$ cat src/rtl/core/single_button_menu_fsm_unit_macros.svh
// Assertion helpers for the menu controller.
`ifndef SINGLE_BUTTON_MENU_FSM_UNIT_MACROS_SVH
`define SINGLE_BUTTON_MENU_FSM_UNIT_MACROS_SVH

`ifndef NO_ASSERTIONS
`define SMBF_ASSERT(lbl, clk, rst_n, prop) \
    lbl: assert property (@(posedge clk) disable iff (!rst_n) prop) \
        else $error("menu controller assertion failed");
`define SMBF_ASSERT_ALWAYS(lbl, clk, prop) \
    lbl: assert property (@(posedge clk) prop) \
        else $error("menu controller reset assertion failed");
`else
`define SMBF_ASSERT(lbl, clk, rst_n, prop)
`define SMBF_ASSERT_ALWAYS(lbl, clk, prop)
`endif

`endif

$ cat src/rtl/core/smbf_pkg.sv
package smbf_pkg;

    typedef enum logic [2:0] {
        M_MON        = 3'd0,
        M_MAIN       = 3'd1,
        M_CONFIG     = 3'd2,
        M_RESET_ASK  = 3'd3,
        M_RESET_RES  = 3'd4,
        M_REBOOT_ASK = 3'd5,
        M_COUNTDOWN  = 3'd6
    } t_mode;

    typedef enum logic [1:0] {
        CFG_REFRESH_INTERVAL = 2'd0,
        CFG_AUTO_RETURN      = 2'd1,
        CFG_COUNTDOWN_SECS   = 2'd2
    } t_cfg_index;

    localparam logic [15:0] REFRESH_INTERVAL_RST = 16'd1000;
    localparam logic [15:0] AUTO_RETURN_RST      = 16'd3000;
    localparam logic [3:0]  COUNTDOWN_SECS_RST   = 4'd3;
    localparam logic [10:0] MS_PER_SECOND        = 11'd1000;
    localparam logic [15:0] MS_MAX               = 16'hFFFF;

    typedef struct packed {
        logic [15:0] refresh_interval_ms;
        logic [15:0] auto_return_ms;
        logic [3:0]  countdown_seconds;
    } t_cfg;

    typedef struct packed {
        logic short_press;
        logic long_press;
        logic reset_ok;
    } t_item;

    typedef struct packed {
        t_mode       mode;
        logic [1:0]  cursor;
        logic [1:0]  page;
        logic        web_enabled;
        logic        reset_outcome;
        logic [3:0]  countdown_left;
        logic [9:0]  frac_ms;
        logic [15:0] result_ms;
        logic [15:0] refresh_ms;
        logic        draw_pending;
    } t_state;

    typedef struct packed {
        logic [2:0] mode;
        logic [1:0] cursor;
        logic [1:0] page;
        logic [3:0] seconds_left;
        logic       web_on;
        logic       reset_shown;
        logic       redraw;
        logic       web_toggle;
        logic       reset_request;
        logic       reboot;
    } t_result;

    function automatic t_state reset_state();
        t_state s;
        s.mode           = M_MON;
        s.cursor         = 2'd0;
        s.page           = 2'd0;
        s.web_enabled    = 1'b0;
        s.reset_outcome  = 1'b0;
        s.countdown_left = 4'd0;
        s.frac_ms        = 10'd0;
        s.result_ms      = 16'd0;
        s.refresh_ms     = 16'd0;
        s.draw_pending   = 1'b1;
        return s;
    endfunction

endpackage

$ cat src/rtl/core/smbf_cfg_regs.sv
module smbf_cfg_regs (
    input  logic              i_clk,
    input  logic              i_rst_n,
    input  logic              i_cfg_valid,
    output logic              o_cfg_ready,
    input  logic [1:0]        i_cfg_index,
    input  logic [15:0]       i_cfg_data,
    output smbf_pkg::t_cfg    o_cfg
);
    import smbf_pkg::*;

    t_cfg r_cfg;

    assign o_cfg_ready = 1'b1;
    assign o_cfg       = r_cfg;

    always_ff @(posedge i_clk) begin
        if (!i_rst_n) begin
            r_cfg.refresh_interval_ms <= REFRESH_INTERVAL_RST;
            r_cfg.auto_return_ms      <= AUTO_RETURN_RST;
            r_cfg.countdown_seconds   <= COUNTDOWN_SECS_RST;
        end else if (i_cfg_valid && o_cfg_ready) begin
            case (t_cfg_index'(i_cfg_index))
                CFG_REFRESH_INTERVAL: r_cfg.refresh_interval_ms <= i_cfg_data;
                CFG_AUTO_RETURN:      r_cfg.auto_return_ms      <= i_cfg_data;
                CFG_COUNTDOWN_SECS:   r_cfg.countdown_seconds   <= i_cfg_data[3:0];
                default: ;
            endcase
        end
    end

endmodule

$ cat src/rtl/core/smbf_step.sv
module smbf_step (
    input  smbf_pkg::t_cfg    i_cfg,
    input  smbf_pkg::t_state  i_state,
    input  smbf_pkg::t_item   i_item,
    output smbf_pkg::t_state  o_state,
    output smbf_pkg::t_result o_result
);
    import smbf_pkg::*;

    always_comb begin
        t_state      s;
        logic [10:0] frac_sum;
        logic        redraw;
        logic        toggle;
        logic        rst_req;
        logic        reboot;

        s              = i_state;
        redraw         = s.draw_pending;
        s.draw_pending = 1'b0;
        toggle         = 1'b0;
        rst_req        = 1'b0;
        reboot         = 1'b0;

        // millisecond timers
        if (s.refresh_ms != MS_MAX) s.refresh_ms = s.refresh_ms + 16'd1;
        if (s.mode == M_RESET_RES && s.result_ms != MS_MAX) begin
            s.result_ms = s.result_ms + 16'd1;
        end
        frac_sum = {1'b0, s.frac_ms} + 11'd1;
        if (s.mode == M_COUNTDOWN) begin
            if (frac_sum >= MS_PER_SECOND) begin
                s.frac_ms = 10'd0;
                if (s.countdown_left != 4'd0) s.countdown_left = s.countdown_left - 4'd1;
                redraw = 1'b1;
            end else begin
                s.frac_ms = frac_sum[9:0];
            end
        end

        if (i_item.short_press) begin
            case (s.mode)
                M_MON: begin
                    case (s.page)
                        2'd0:    s.page = 2'd1;
                        2'd1:    s.page = 2'd2;
                        2'd2:    s.page = 2'd0;
                        default: s.page = 2'd1;
                    endcase
                end
                M_MAIN:  s.cursor = s.cursor + 2'd1;
                M_CONFIG, M_RESET_ASK, M_REBOOT_ASK: s.cursor = {1'b0, ~s.cursor[0]};
                default: ;
            endcase
            redraw = 1'b1;
        end

        if (i_item.long_press) begin
            case (s.mode)
                M_MON: begin
                    s.mode   = M_MAIN;
                    s.cursor = 2'd0;
                end
                M_MAIN: begin
                    case (s.cursor)
                        2'd0:    s.mode = M_CONFIG;
                        2'd1:    s.mode = M_RESET_ASK;
                        2'd2:    s.mode = M_REBOOT_ASK;
                        default: begin
                            s.mode = M_MON;
                            s.page = 2'd0;
                        end
                    endcase
                    if (s.cursor != 2'd3) s.cursor = 2'd0;
                end
                M_CONFIG: begin
                    if (s.cursor == 2'd0) begin
                        s.web_enabled = ~s.web_enabled;
                        toggle        = 1'b1;
                    end else begin
                        s.mode   = M_MAIN;
                        s.cursor = 2'd0;
                    end
                end
                M_RESET_ASK: begin
                    if (s.cursor == 2'd0) begin
                        s.reset_outcome = i_item.reset_ok;
                        rst_req         = 1'b1;
                        s.mode          = M_RESET_RES;
                        s.result_ms     = 16'd0;
                    end else begin
                        s.mode   = M_MAIN;
                        s.cursor = 2'd0;
                    end
                end
                M_REBOOT_ASK: begin
                    if (s.cursor == 2'd0) begin
                        s.mode           = M_COUNTDOWN;
                        s.countdown_left = i_cfg.countdown_seconds;
                        s.frac_ms        = 10'd0;
                    end else begin
                        s.mode   = M_MAIN;
                        s.cursor = 2'd0;
                    end
                end
                M_RESET_RES: begin
                    s.mode   = M_MAIN;
                    s.cursor = 2'd0;
                end
                default: ;
            endcase
            redraw = 1'b1;
        end

        // automatic transitions
        if (s.mode == M_RESET_RES) begin
            if (s.result_ms >= i_cfg.auto_return_ms) begin
                s.mode   = M_MAIN;
                s.cursor = 2'd0;
                redraw   = 1'b1;
            end
        end else if (s.mode == M_COUNTDOWN) begin
            if (s.countdown_left == 4'd0) begin
                reboot         = 1'b1;
                s              = reset_state();
                s.draw_pending = 1'b0;
                redraw         = 1'b1;
            end
        end

        if (s.mode == M_MON && s.refresh_ms >= i_cfg.refresh_interval_ms) begin
            s.refresh_ms = 16'd0;
            redraw       = 1'b1;
        end

        o_state                = s;
        o_result.mode          = s.mode;
        o_result.cursor        = (s.mode == M_MAIN || s.mode == M_CONFIG ||
                                  s.mode == M_RESET_ASK || s.mode == M_REBOOT_ASK)
                                 ? s.cursor : 2'd0;
        o_result.page          = s.page;
        o_result.seconds_left  = (s.mode == M_COUNTDOWN) ? s.countdown_left : 4'd0;
        o_result.web_on        = s.web_enabled;
        o_result.reset_shown   = s.reset_outcome;
        o_result.redraw        = redraw;
        o_result.web_toggle    = toggle;
        o_result.reset_request = rst_req;
        o_result.reboot        = reboot;
    end

endmodule

$ cat src/rtl/core/single_button_menu_fsm_unit.sv
// Single-button menu controller. Each accepted item is one millisecond tick carrying the
// short/long press flags and the energy-reset outcome; each item yields exactly one result
// item with the visible mode, cursor, page, countdown, web and reset state plus redraw and
// the web-toggle, reset-request and reboot pulses. One item per cycle is sustained while the
// result side does not stall; an accepted item goes through the input register, one pass of
// step logic against the state register, and the result register, and a stalled result holds
// the input side for as long as the stall lasts. No clearing pass after reset. Configuration
// writes are always ready and take effect on items accepted afterwards.
`include "single_button_menu_fsm_unit_macros.svh"

module single_button_menu_fsm_unit (
    input  logic        i_clk,
    input  logic        i_rst_n,
    input  logic        i_valid,
    output logic        o_stall,
    input  logic        i_short_press,
    input  logic        i_long_press,
    input  logic        i_reset_ok,
    output logic        o_valid,
    input  logic        i_stall,
    output logic [2:0]  o_mode,
    output logic [1:0]  o_cursor,
    output logic [1:0]  o_page,
    output logic [3:0]  o_seconds_left,
    output logic        o_web_on,
    output logic        o_reset_shown,
    output logic        o_redraw,
    output logic        o_web_toggle,
    output logic        o_reset_request,
    output logic        o_reboot,
    input  logic        i_cfg_valid,
    output logic        o_cfg_ready,
    input  logic [1:0]  i_cfg_index,
    input  logic [15:0] i_cfg_data
);
    import smbf_pkg::*;

    t_cfg    cfg;
    t_item   r_in;
    logic    r_in_valid;
    t_state  r_state;
    t_state  n_state;
    t_result n_out;
    t_result r_out;
    logic    r_out_valid;
    logic    advance;
    logic    step_fire;

    smbf_cfg_regs u_cfg (
        .i_clk       (i_clk),
        .i_rst_n     (i_rst_n),
        .i_cfg_valid (i_cfg_valid),
        .o_cfg_ready (o_cfg_ready),
        .i_cfg_index (i_cfg_index),
        .i_cfg_data  (i_cfg_data),
        .o_cfg       (cfg)
    );

    smbf_step u_step (
        .i_cfg    (cfg),
        .i_state  (r_state),
        .i_item   (r_in),
        .o_state  (n_state),
        .o_result (n_out)
    );

    assign advance   = !r_out_valid || !i_stall;
    assign step_fire = r_in_valid && advance;
    assign o_stall   = r_in_valid && !advance;

    always_ff @(posedge i_clk) begin
        if (!i_rst_n) begin
            r_in_valid <= 1'b0;
        end else if (!o_stall) begin
            r_in_valid <= i_valid;
        end
    end

    always_ff @(posedge i_clk) begin
        if (!o_stall && i_valid) begin
            r_in.short_press <= i_short_press;
            r_in.long_press  <= i_long_press;
            r_in.reset_ok    <= i_reset_ok;
        end
    end

    always_ff @(posedge i_clk) begin
        if (!i_rst_n) begin
            r_state <= reset_state();
        end else if (step_fire) begin
            r_state <= n_state;
        end
    end

    always_ff @(posedge i_clk) begin
        if (!i_rst_n) begin
            r_out_valid <= 1'b0;
        end else if (advance) begin
            r_out_valid <= r_in_valid;
        end
    end

    always_ff @(posedge i_clk) begin
        if (step_fire) begin
            r_out <= n_out;
        end
    end

    assign o_valid         = r_out_valid;
    assign o_mode          = r_out.mode;
    assign o_cursor        = r_out.cursor;
    assign o_page          = r_out.page;
    assign o_seconds_left  = r_out.seconds_left;
    assign o_web_on        = r_out.web_on;
    assign o_reset_shown   = r_out.reset_shown;
    assign o_redraw        = r_out.redraw;
    assign o_web_toggle    = r_out.web_toggle;
    assign o_reset_request = r_out.reset_request;
    assign o_reboot        = r_out.reboot;

    `SMBF_ASSERT(a_backpressure, i_clk, i_rst_n,
        (r_in_valid && o_valid && i_stall) |-> o_stall)
    `SMBF_ASSERT(a_reboot_clears, i_clk, i_rst_n,
        (o_valid && o_reboot) |-> (o_mode == M_MON && o_redraw && !o_web_on && o_page == 2'd0))
    `SMBF_ASSERT(a_toggle_in_config, i_clk, i_rst_n,
        (o_valid && o_web_toggle) |-> (o_mode == M_CONFIG && o_cursor == 2'd0))
    `SMBF_ASSERT(a_reset_goes_result, i_clk, i_rst_n,
        (o_valid && o_reset_request) |-> (o_mode == M_RESET_RES || o_mode == M_MAIN))
    `SMBF_ASSERT_ALWAYS(a_reset_empty, i_clk, !i_rst_n |=> (!o_valid && !o_stall))

endmodule

$ cat config.mk
export PLATFORM = sky130hd
export DESIGN_NAME = single_button_menu_fsm_unit
export DESIGN_NICKNAME = d
export VERILOG_FILES = /design/src/rtl/core/smbf_pkg.sv /design/src/rtl/core/smbf_cfg_regs.sv /design/src/rtl/core/smbf_step.sv /design/src/rtl/core/single_button_menu_fsm_unit.sv
export VERILOG_INCLUDE_DIRS = /design/src /design/src/rtl/core
export SDC_FILE = /design/constraint.sdc
export NUM_CORES = 1
export LEC_CHECK = 0
export BUFFER_PORTS_ARGS = -buffer_cell sky130_fd_sc_hd__buf_2
export CORE_UTILIZATION = 35
export DETAILED_ROUTE_END_ITERATION = 8
export PLACE_DENSITY_LB_ADDON = 0.05
export REMOVE_ABC_BUFFERS = 1
export SYNTH_ARGS = -nofsm -noshare
export SYNTH_HDL_FRONTEND = slang
export SYNTH_HIERARCHICAL = 1
export SYNTH_SLANG_ARGS = --single-unit
$ cat constraint.sdc
create_clock -name i_clk -period 6 [get_ports i_clk]
set_clock_uncertainty 0.05 [all_clocks]
set_input_delay 1.2 -clock i_clk [delete_from_list [all_inputs] [get_ports i_clk]]
set_output_delay 1.2 -clock i_clk [all_outputs]
set_load 0.01 [all_outputs]
==> results of run 1 <==
-- cell usage after synthesis (all sizes together) (2+ instances only) --
cell / number
mux2i: 97
a21oi: 30
o21bai: 2
ha: 42
buf: 40
or2: 4
nor3b: 3
edfxtp: 20
a21o: 14
nor4b: 2
and2: 6
conb: 2
nor4: 6
a31o: 2
a211oi: 2
nor3: 41
nand2: 172
dfxtp: 94
and4: 4
nor2b: 27
nand3: 12
nand2b: 9
a31oi: 4
clkbuf: 18
xnor2: 12
o211ai: 5
o21ai: 20
a21boi: 2
inv: 49
o21a: 4
nand4: 17
and3: 10
and3b: 2
nand4b: 7
nor2: 81
or3: 5
nand3b: 3
xor2: 15
-- sequential cells by signal (all words and copies together), names as in the netlist, 2 cells and up --
signal          flops
o_cursor            2
o_mode              3
o_page              2
o_seconds_left      4
r_in                3
r_state            56
u_cfg/o_cfg        36
-- critical path, stage by stage, from the launching register on --
cell	delay, ns
dfxtp_2	0.40
nand2_1	0.13
nand2_1	0.07
or2_2	0.31
xor2_1	0.30
inv_1	0.14
ha_1	0.32
nor2_1	0.10
a22o_1	0.13
a21oi_1	0.10
or3_1	0.47
o21bai_1	0.28
nor4_4	0.25
buf_12	0.23
nand2b_1	0.13
ha_1	0.22
nand2b_1	0.14
a21o_1	0.18
a211oi_1	0.23
o21ai_0	0.13
a21oi_1	0.22
or3b_1	0.21
o41ai_4	0.21
or3_1	0.40
-- cells in the final DEF (no fill, tap or decap), drive strengths merged, types with 14 or more instances in the layout --
master | Yosys | final
a21o | 14 | 14
a21oi | 30 | 30
buf | 40 | 53
clkbuf | 18 | 18
dfxtp | 94 | 94
edfxtp | 20 | 20
ha | 42 | 42
inv | 49 | 53
mux2i | 97 | 97
nand2 | 172 | 172
nand4 | 17 | 17
nor2 | 81 | 81
nor2b | 27 | 27
nor3 | 41 | 41
o21ai | 20 | 20
xor2 | 15 | 15
-- power groups by stage --
stage / Combinational (mW) / Sequential [mW] / Clock, mW
2_1_floorplan: 0.0773 / 0.825 / 0
3_3_place_gp: 0.129 / 0.825 / 0
3_5_place_dp: 0.132 / 0.825 / 0
4_1_cts: 0.133 / 0.808 / 1.09
5_1_grt: 0.145 / 0.810 / 1.13
6_report: 0.131 / 0.808 / 1.06
-- metal layers --
layer	part of all wire (%)	vias to the layer above	track usage, %
met5	0	-	0
met2	46	121	26.7
li1	-	3089	-
met3	3.9	25	3.69
met4	1.8	0	6.11
met1	48	2848	21.1
-- worst max-delay path by stage --
stage	startpoint	end	slack, ns	cells past startpoint
after floorplan	r_state[54]$_SDFFE_PN0P_	o_redraw$_DFFE_PP_	-0.63	19
after global placement	r_state[54]$_SDFFE_PN0P_	o_redraw$_DFFE_PP_	0.49	22
after detailed placement	r_state[54]$_SDFFE_PN0P_	o_redraw$_DFFE_PP_	0.35	22
after CTS	r_state[54]$_SDFFE_PN0P_	o_redraw$_DFFE_PP_	0.28	22
after global routing	r_state[54]$_SDFFE_PN0P_	o_redraw$_DFFE_PP_	0.03	23
final	r_state[54]$_SDFFE_PN0P_	o_redraw$_DFFE_PP_	0.39	23
-- cells by family (layout without fill, tap and decap cells) --
logic type	Yosys count	count (layout)	share of synthesized area (%)
and+or+nand+nor	414	414	27.8
other	2	2	0.0984
DFF	114	114	32.5
buffers and inverters	107	134	7.54
muxes	97	97	12.8
xor gates and xnor gates	27	27	3.10
AOI/OAI and AO/OA	96	96	9.23
adders and majority gates	42	42	6.89
-- repair_timing --
item	in CTS	in global routing
endpoints found under the setup margin	0	1
setup buffers	0	0
gates resized for setup	0	2
-- stage by stage --
stage / util, % / hold WS, ns / setup TNS (ns) / instance area (sq um)
6_report: 40.1 / 0.408 / 0 / 8520
5_1_grt: 40.1 / 0.440 / 0 / 8520
4_1_cts: 40.1 / 0.410 / 0 / 8520
3_5_place_dp: 37.2 / 0.400 / 0 / 7900
3_3_place_gp: 37.2 / 0.396 / 0 / 7900
2_1_floorplan: - / 0.384 / -8.58 / 7240
-- cell type report --
| cell class | instances | area share (%) |
|---|---|---|
| Inverter | 49 | 2.16 |
| Tap cell | 275 | 4.04 |
| Sequential cell | 114 | 29.2 |
| Clock inverter | 14 | 2.09 |
| Timing Repair Buffer | 53 | 3.55 |
| Multi-Input combinational cell | 678 | 53.8 |
| Clock buffer | 18 | 5.16 |
==> qor.yml, run 1 <==
hold_path:
  min_from: "u_cfg/o_cfg[32]$_SDFFE_PN0P_"
  hold_depth: 2
  hp-class: "flop to flop"
  hold_end: "u_cfg/o_cfg[32]$_SDFFE_PN0P_"
power_and_ir_drop:
  swShare_pct: 24.2
  power_mw: 2.00
  ir_drop_v: 0.000180
  seqPwrFrac_pct: 40.4
  p_int_mw: 1.52
  p_leak_nw: 3.59
  p_switching_uw: 483
  clkPwrFrac_pct: 53.1
  p_per_area_nw_per_um2: 235
  power.share.combinational_pct: 6.5
die:
  initial_core_util_pct: 36.0
  die_x_microns: 150
  pin_count: 46
  die_h_microns: 150
  dieArea_sq_um: 22400
  core_area_sq_um: 21200
  placementRows: 53
sta:
  hold_violations: 0
  tightest_slew_ns: 1.03
  final-setup-viol-count: 0
  fin_crit_sh_pct: 93.5
  fmax_mhz: 178
  rsz0062_at_grt: "false"
  post-route-min-period_ns: 5.61
  drv_slew: 0
  slew_headroom_pct: 31.2
  fin_ws_ns: 0.391
cells_and_area:
  multi_input_area_sq_um: 4590
  fin_cells: 1201
  seqCellArea_sq_um: 2480
  nNetsFinal: 981
  fill_cells: 2163
  diodes: 0
  area.growth.synth_to_final_pct: 11.6
  drive_gt1_share_pct: 14.8
yosys:
  yosysTopAreaCell: "dfxtp_1"
  yosys_warnings: 6
  synth-seq-cells: 114
  synthesis.area_sq_um: 7630
  ys_top_cells_by_area: "dfxtp_1 (25%), mux2i_1 (13%), nand2_1 (8.5%)"
  syn_area_per_cell_sq_um: 8.49
  synth_cells: 899
  synth_ff_type: "dfxtp_1"
  synth_top_area_share_pct: 24.7
  async_flop_share_pct: 0
  ys_seq_area_share_pct: 32.5
  synth_edf_count: 20
  synthDistinctLibCells: 71
setup_path:
  timing.rr.end: "o_redraw$_DFFE_PP_"
  rr_worst_depth: 23
  critPathCaptureType: "flop"
  rrSetupSlack_ns: 0.39
  crit_arrival_ns: 5.72
  path_max_fanout: 27
  required_ns: 6.11
  timing.rr.start: "r_state[54]$_SDFFE_PN0P_"
  crit_type: "flop to flop"
  critPathLaunchType: "flop"
clocking:
  cts.sinks: 114
  cts_inserted_buffers: 17
  clockRootBuffer: "clkbuf_16"
  cts_max_level: 4
  tritoncts: "done"
  clkSlewWorstSetupHoldPaths_ns: 0.06
  clock_latency_ns: 0.42
  hold_buffers: 0
  max-clock-path-buffers: 2
global_routing:
  grt_start_max_net_pins: 86
  grt_overflow_total: 0
  grt_pass1_vias: 5939
  antenna_found_initial: 0
  grt_pass1_wl_microns: 29000
  grt_usage_pct: 16.4
drt:
  ant_nets: 0
  num_vias: 6083
  post_drt_via_cell_ratio: 5.06
  drt-total-wl_microns: 17700
  routedWlPerCell_microns: 14.7
  first_pass_iters: 6
  drt_iter0_drc: 291
  drc_errors: 0
run_status:
  status: "completed"
place:
  hpwlAfterDp_microns: 12600
  gp_congestion: 0.818
  preCtsSetupSlack_ns: 0.351
  io_buffers: 44
  dp_cells: 1169
flow_run:
  cap_violations: 0
Note: power is estimated with default switching activity, not from simulation.
==> run 2, diff against run 1 <==
--- a/config.mk
+++ b/config.mk
@@ -10,7 +10,6 @@
 export CORE_UTILIZATION = 35
 export DETAILED_ROUTE_END_ITERATION = 8
 export PLACE_DENSITY_LB_ADDON = 0.05
-export REMOVE_ABC_BUFFERS = 1
 export SYNTH_ARGS = -nofsm -noshare
 export SYNTH_HDL_FRONTEND = slang
 export SYNTH_HIERARCHICAL = 1
==> run 2 against run 1 <==
- via count down 1.4%
- non-clock buffer count up 5
- flip-flop and latch count unchanged
- critical path type unchanged
- critical endpoint unchanged
==> qor.yml, run 2 (synthesized netlist as in run 1, its figures left out) <==
sta:
  final-setup-viol-count: 0
  rsz0062_at_grt: "false"
  fmax_mhz: 180
  drv_slew: 0
  slew_headroom_pct: 32.9
  tns_ns: 0
  tightest_slew_ns: 1.00
  fin_crit_sh_pct: 92.6
  hold_violations: 0
  post-route-min-period_ns: 5.56
drt:
  routedWlPerCell_microns: 14.9
  drt-total-wl_microns: 18000
  drt_iter0_drc: 225
  ant_nets: 0
  first_pass_iters: 5
  drc_errors: 0
  num_vias: 5996
  post_drt_via_cell_ratio: 4.97
setup_path:
  crit_type: "flop to flop"
  cp_cell_sequence: "nor2_1 > or2_2 > xor2_1 > inv_1 > ha_1 > nor2_1 > a22o_1 > a21oi_1 > or3_1 > o21bai_1 > nor4_4 > buf_4 > nand2b_1 > ha_1 > nand2b_1 > a21o_1 > a211oi_1 > o21ai_0 > a21oi_1 > or3b_1 > o41ai_4 > or3_1"
  rr_worst_depth: 22
  critPathCaptureType: "flop"
  rrSetupSlack_ns: 0.44
  critPathLaunchType: "flop"
  worst-path-buf-inv: 2
  path_depth: 22
  timing.rr.start: "r_state[53]$_SDFFE_PN0P_"
  critPathSlowestCell: "dfxtp_1"
  path_max_fanout: 16
  slowest_delay_ns: 0.57
  required_ns: 6.11
  timing.rr.end: "o_redraw$_DFFE_PP_"
  crit_arrival_ns: 5.67
  crit_family: "simple AND/OR/NAND/NOR gates"
clocking:
  cts_max_level: 4
  cts_inserted_buffers: 17
  tritoncts: "done"
  clockRootBuffer: "clkbuf_16"
  clock_latency_ns: 0.43
  hold_buffers: 0
  cts.sinks: 114
  max-clock-path-buffers: 2
  clkSlewWorstSetupHoldPaths_ns: 0.06
die:
  dieArea_sq_um: 22400
  initial_core_util_pct: 36.0
  die_x_microns: 150
  pin_count: 46
  placementRows: 53
  core_area_sq_um: 21200
  die_h_microns: 150
cells_and_area:
  area.growth.synth_to_final_pct: 11.5
  mostFrequentLayoutCells: "nand2_1 (172), mux2i_1 (96), dfxtp_1 (93)"
  nNetsFinal: 986
  drive_gt1_share_pct: 15.1
  fin_cells: 1206
  largest_register_ffs: 56
  final_common_cell: "nand2_1"
  regMostFlops: "r_state"
  diodes: 0
global_routing:
  antenna_found_initial: 0
  grt_usage_pct: 17.2
  grt_start_max_net_pins: 63
  grt_overflow_total: 0
  grt_pass1_vias: 5812
  grt_pass1_wl_microns: 30400
flow_run:
  cap_violations: 0
place:
  gp_congestion: 0.783
  dp_cells: 1171
  io_buffers: 44
  hpwlAfterDp_microns: 12800
power_and_ir_drop:
  ir_drop_v: 0.000151
  p_per_area_nw_per_um2: 227
  p_leak_nw: 3.58
hold_path:
  hp-class: "flop to flop"
  hold_depth: 2
  min_from: "r_state[45]$_SDFFE_PN0P_"
  hold_end: "r_state[45]$_SDFFE_PN0P_"
run_status:
  status: "completed"
yosys:
  syn-num-nets: 967
run 2: cell count changes in the layout (fill, tap and decap cells not counted), moves of 2 or more:
| cell | delta |
|---|---|
| buf_4 | +5 |
| clkinv_2 | +4 |
| clkinvlp_4 | +4 |
| inv_6 | -4 |
| clkinv_4 | -2 |
run 2: worst reg2reg max path, cell delays in order, from the launching register on:
cell      delay [ns]
dfxtp_1         0.57
nor2_1          0.12
or2_2           0.31
xor2_1          0.30
inv_1           0.14
ha_1            0.32
nor2_1          0.11
a22o_1          0.13
a21oi_1         0.10
or3_1           0.48
o21bai_1        0.27
nor4_4          0.23
buf_4           0.21
nand2b_1        0.13
ha_1            0.22
nand2b_1        0.13
a21o_1          0.17
a211oi_1        0.22
o21ai_0         0.12
a21oi_1         0.15
or3b_1          0.20
o41ai_4         0.22
or3_1           0.40
run 2: per-stage QoR:
step / util, % / hold slack [ns] / setup WS, ns / cell area [sq um] / total power, mW
2_1_floorplan: - / 0.381 / 0.886 / 7630 / 0.926
3_3_place_gp: 37.3 / 0.393 / 0.423 / 7910 / 0.954
3_5_place_dp: 37.3 / 0.402 / 0.218 / 7910 / 0.956
4_1_cts: 40.0 / 0.414 / 0.114 / 8480 / 1.97
5_1_grt: 40.1 / 0.434 / 0.0467 / 8510 / 2.01
6_report: 40.1 / 0.409 / 0.442 / 8510 / 1.93
run 2: layout make-up:
class                           count  area [sq um]
Clock buffer                       18           429
Clock inverter                     14           141
Fill cell                        2170         12700
Inverter                           49           184
Multi-Input combinational cell    678          4590
Sequential cell                   114          2480
Tap cell                          275           344
Timing Repair Buffer               58           340
run 2: layer usage:
metal  global-route usage [%]  wire length (microns)
met1                     22.9                   9070
met4                     4.70                    208
met3                     3.38                    358
met5                        0                      0
met2                     28.0                   8340
run 2: what timing repair did:
item                                    4_1_cts  5_1_grt
endpoints found under the setup margin        0       16
gates resized for setup                       0        1
buffers inserted                              0        3
run 2: how the worst max path moves through the flow:
stage | startpoint | end | slack (ns)
final | r_state[53]$_SDFFE_PN0P_ | o_redraw$_DFFE_PP_ | 0.44
after global placement | r_state[54]$_SDFFE_PN0P_ | o_redraw$_DFFE_PP_ | 0.42
after detailed placement | r_state[54]$_SDFFE_PN0P_ | o_redraw$_DFFE_PP_ | 0.22
after global routing | r_state[53]$_SDFFE_PN0P_ | o_redraw$_DFFE_PP_ | 0.05
after CTS | r_state[54]$_SDFFE_PN0P_ | o_redraw$_DFFE_PP_ | 0.11
after floorplan | r_state[54]$_SDFFE_PN0P_ | o_redraw$_DFFE_PP_ | 0.89
run 2: power by group:
group,internal (mW),leakage (nW),switching [mW]
clock,0.608,0.271,0.386
combinational,0.0511,2.36,0.0783
sequential,0.797,0.951,0.0117
total,1.46,3.58,0.476
==> run 3, diff against run 2 <==
--- a/config.mk
+++ b/config.mk
@@ -7,7 +7,7 @@
 export NUM_CORES = 1
 export LEC_CHECK = 0
 export BUFFER_PORTS_ARGS = -buffer_cell sky130_fd_sc_hd__buf_2
-export CORE_UTILIZATION = 35
+export CORE_UTILIZATION = 55
 export DETAILED_ROUTE_END_ITERATION = 8
 export PLACE_DENSITY_LB_ADDON = 0.05
 export SYNTH_ARGS = -nofsm -noshare
==> run 3 against run 2 <==
- cell count shrank 8.5%
- hold slack is essentially flat
- flip-flop and latch count is the same
- wire length shrank 8.4%
- fmax shrank 0.25%
- sequential share of layout area grew 0.35 points
- via count grew 0.68%
- worst setup slack lost 0.014 ns
- critical endpoint unchanged
- largest power group unchanged
==> qor.yml, run 3 (synthesized netlist as in run 1, its figures left out) <==
run_status:
  status: "completed"
place:
  io_buffers: 44
  gp_congestion: 0.886
  hpwlAfterDp_microns: 11500
  preCtsSetupSlack_ns: 0.383
  placed_area_sq_um: 7760
sta:
  slew_headroom_pct: 34.7
  hold_violations: 0
  fin_crit_sh_pct: 92.9
  tns_ns: 0
  rsz0062_at_grt: "false"
  post-route-min-period_ns: 5.57
  fin_ws_ns: 0.428
  tightest_slew_ns: 0.978
  fmax_mhz: 179
  final-setup-viol-count: 0
  drv_slew: 0
setup_path:
  critPathLaunchType: "flop"
  worst-path-buf-inv: 3
  path_max_fanout: 16
  crit_arrival_ns: 5.68
  crit_family: "simple AND/OR/NAND/NOR gates"
  cp_cell_sequence: "nor2_1 > or2_2 > xor2_1 > inv_1 > ha_1 > nor2_1 > a22o_1 > a21oi_1 > or3_1 > o21bai_1 > nor4_4 > buf_4 > buf_4 > nor2_1 > ha_1 > a21o_1 > a21o_1 > a21oi_1 > o21ai_0 > a21oi_1 > or3b_1 > o41ai_4 > or3_1"
  critPathSlowestCell: "dfxtp_1"
  slowest_delay_ns: 0.62
  crit_type: "flop to flop"
  critPathCaptureType: "flop"
  required_ns: 6.10
  crit_start: "r_state[54]$_SDFFE_PN0P_"
  timing.rr.start: "r_state[54]$_SDFFE_PN0P_"
cells_and_area:
  nNetsFinal: 983
  area.growth.synth_to_final_pct: 10.1
  drive_gt1_share_pct: 14.3
  largest_register_ffs: 56
  mostFrequentLayoutCells: "nand2_1 (172), mux2i_1 (96), dfxtp_1 (94)"
  diodes: 0
  post-route-cell-area_sq_um: 8400
  regMostFlops: "r_state"
  fin_util_pct: 62.7
  final_common_cell: "nand2_1"
power_and_ir_drop:
  ir_drop_v: 0.000228
  p_per_area_nw_per_um2: 241
  p_int_mw: 1.58
  power_mw: 2.03
  p_switching_uw: 447
  power.share.combinational_pct: 6.2
  clkPwrFrac_pct: 53.9
  swShare_pct: 22.1
  p_leak_nw: 3.60
  seqPwrFrac_pct: 39.9
clocking:
  clock_latency_ns: 0.41
  clockRootBuffer: "clkbuf_16"
  max-clock-path-buffers: 2
  cts_resized: 0
  cts.sinks: 114
  cts_inserted_buffers: 17
  clkSlewWorstSetupHoldPaths_ns: 0.05
  tritoncts: "done"
  cts_max_level: 4
drt:
  drt_iter0_drc: 400
  drc_errors: 0
  ant_nets: 0
  first_pass_iters: 6
  num_vias: 6037
  post_drt_via_cell_ratio: 5.47
  routedWlPerCell_microns: 14.9
  drt-total-wl_microns: 16500
die:
  initial_core_util_pct: 56.9
  die_x_microns: 120
  dieArea_sq_um: 14300
  die_h_microns: 120
  placementRows: 42
  pin_count: 46
  core_area_sq_um: 13400
global_routing:
  grt_pass1_vias: 5867
  antenna_found_initial: 0
  grt_pass1_wl_microns: 27900
  grt_start_max_net_pins: 74
  grt_overflow_total: 0
  grt_usage_pct: 24.4
yosys:
  syn-num-nets: 967
flow_run:
  cap_violations: 0
hold_path:
  hp-class: "flop to flop"
  min_from: "r_state[47]$_SDFFE_PN0P_"
==> run 3: worst paths after layout <==
check,endpoint,slack [ns],cells after the start
max,o_redraw$_DFFE_PP_,0.43,23
min reg2reg,r_state[47]$_SDFFE_PN0P_,0.41,2
max reg2reg,o_redraw$_DFFE_PP_,0.43,23
min,r_state[47]$_SDFFE_PN0P_,0.41,2
==> run 3: power by group through the flow <==
stage,registers (mW),clock network [mW],logic (mW)
after global placement,0.825,0,0.124
after floorplan,0.824,0,0.102
after detailed placement,0.825,0,0.127
final,0.809,1.09,0.127
after global routing,0.811,1.14,0.141
after CTS,0.809,1.11,0.128
==> run 3: final cells by class <==
cell class,count,area (sq um)
Sequential cell,114,2480
Inverter,49,184
Multi-Input combinational cell,678,4590
Timing Repair Buffer,55,305
Clock inverter,11,185
Fill cell,1143,5000
Clock buffer,21,440
Tap cell,176,220
==> run 3: worst min-delay path: stages, from the launching register on <==
cell	delay [ns]
dfxtp_1	0.31
nand2_1	0.05
mux2i_1	0.05
==> run 3: timing repair <==
action,CTS,global route
setup buffers,0,2
hold buffers,0,0
endpoints found under the setup margin,0,10
==> run 3: metal layers <==
layer / wire, microns / vias to the layer above / part of all wire, % / track usage [%]
met3: 509 / 22 / 3.1 / 4.99
met5: 0 / - / 0 / 0
met1: 7870 / 2828 / 48 / 31.3
met2: 7780 / 99 / 47 / 40.1
li1: - / 3088 / - / -
met4: 301 / 0 / 1.8 / 9.61
==> run 3: through the flow <==
step	hold slack, ns	instances
detailed placement	0.400	1070
global route	0.434	1104
finish	0.408	1104
floorplan	0.381	899
global placement	0.395	1070
CTS	0.411	1102
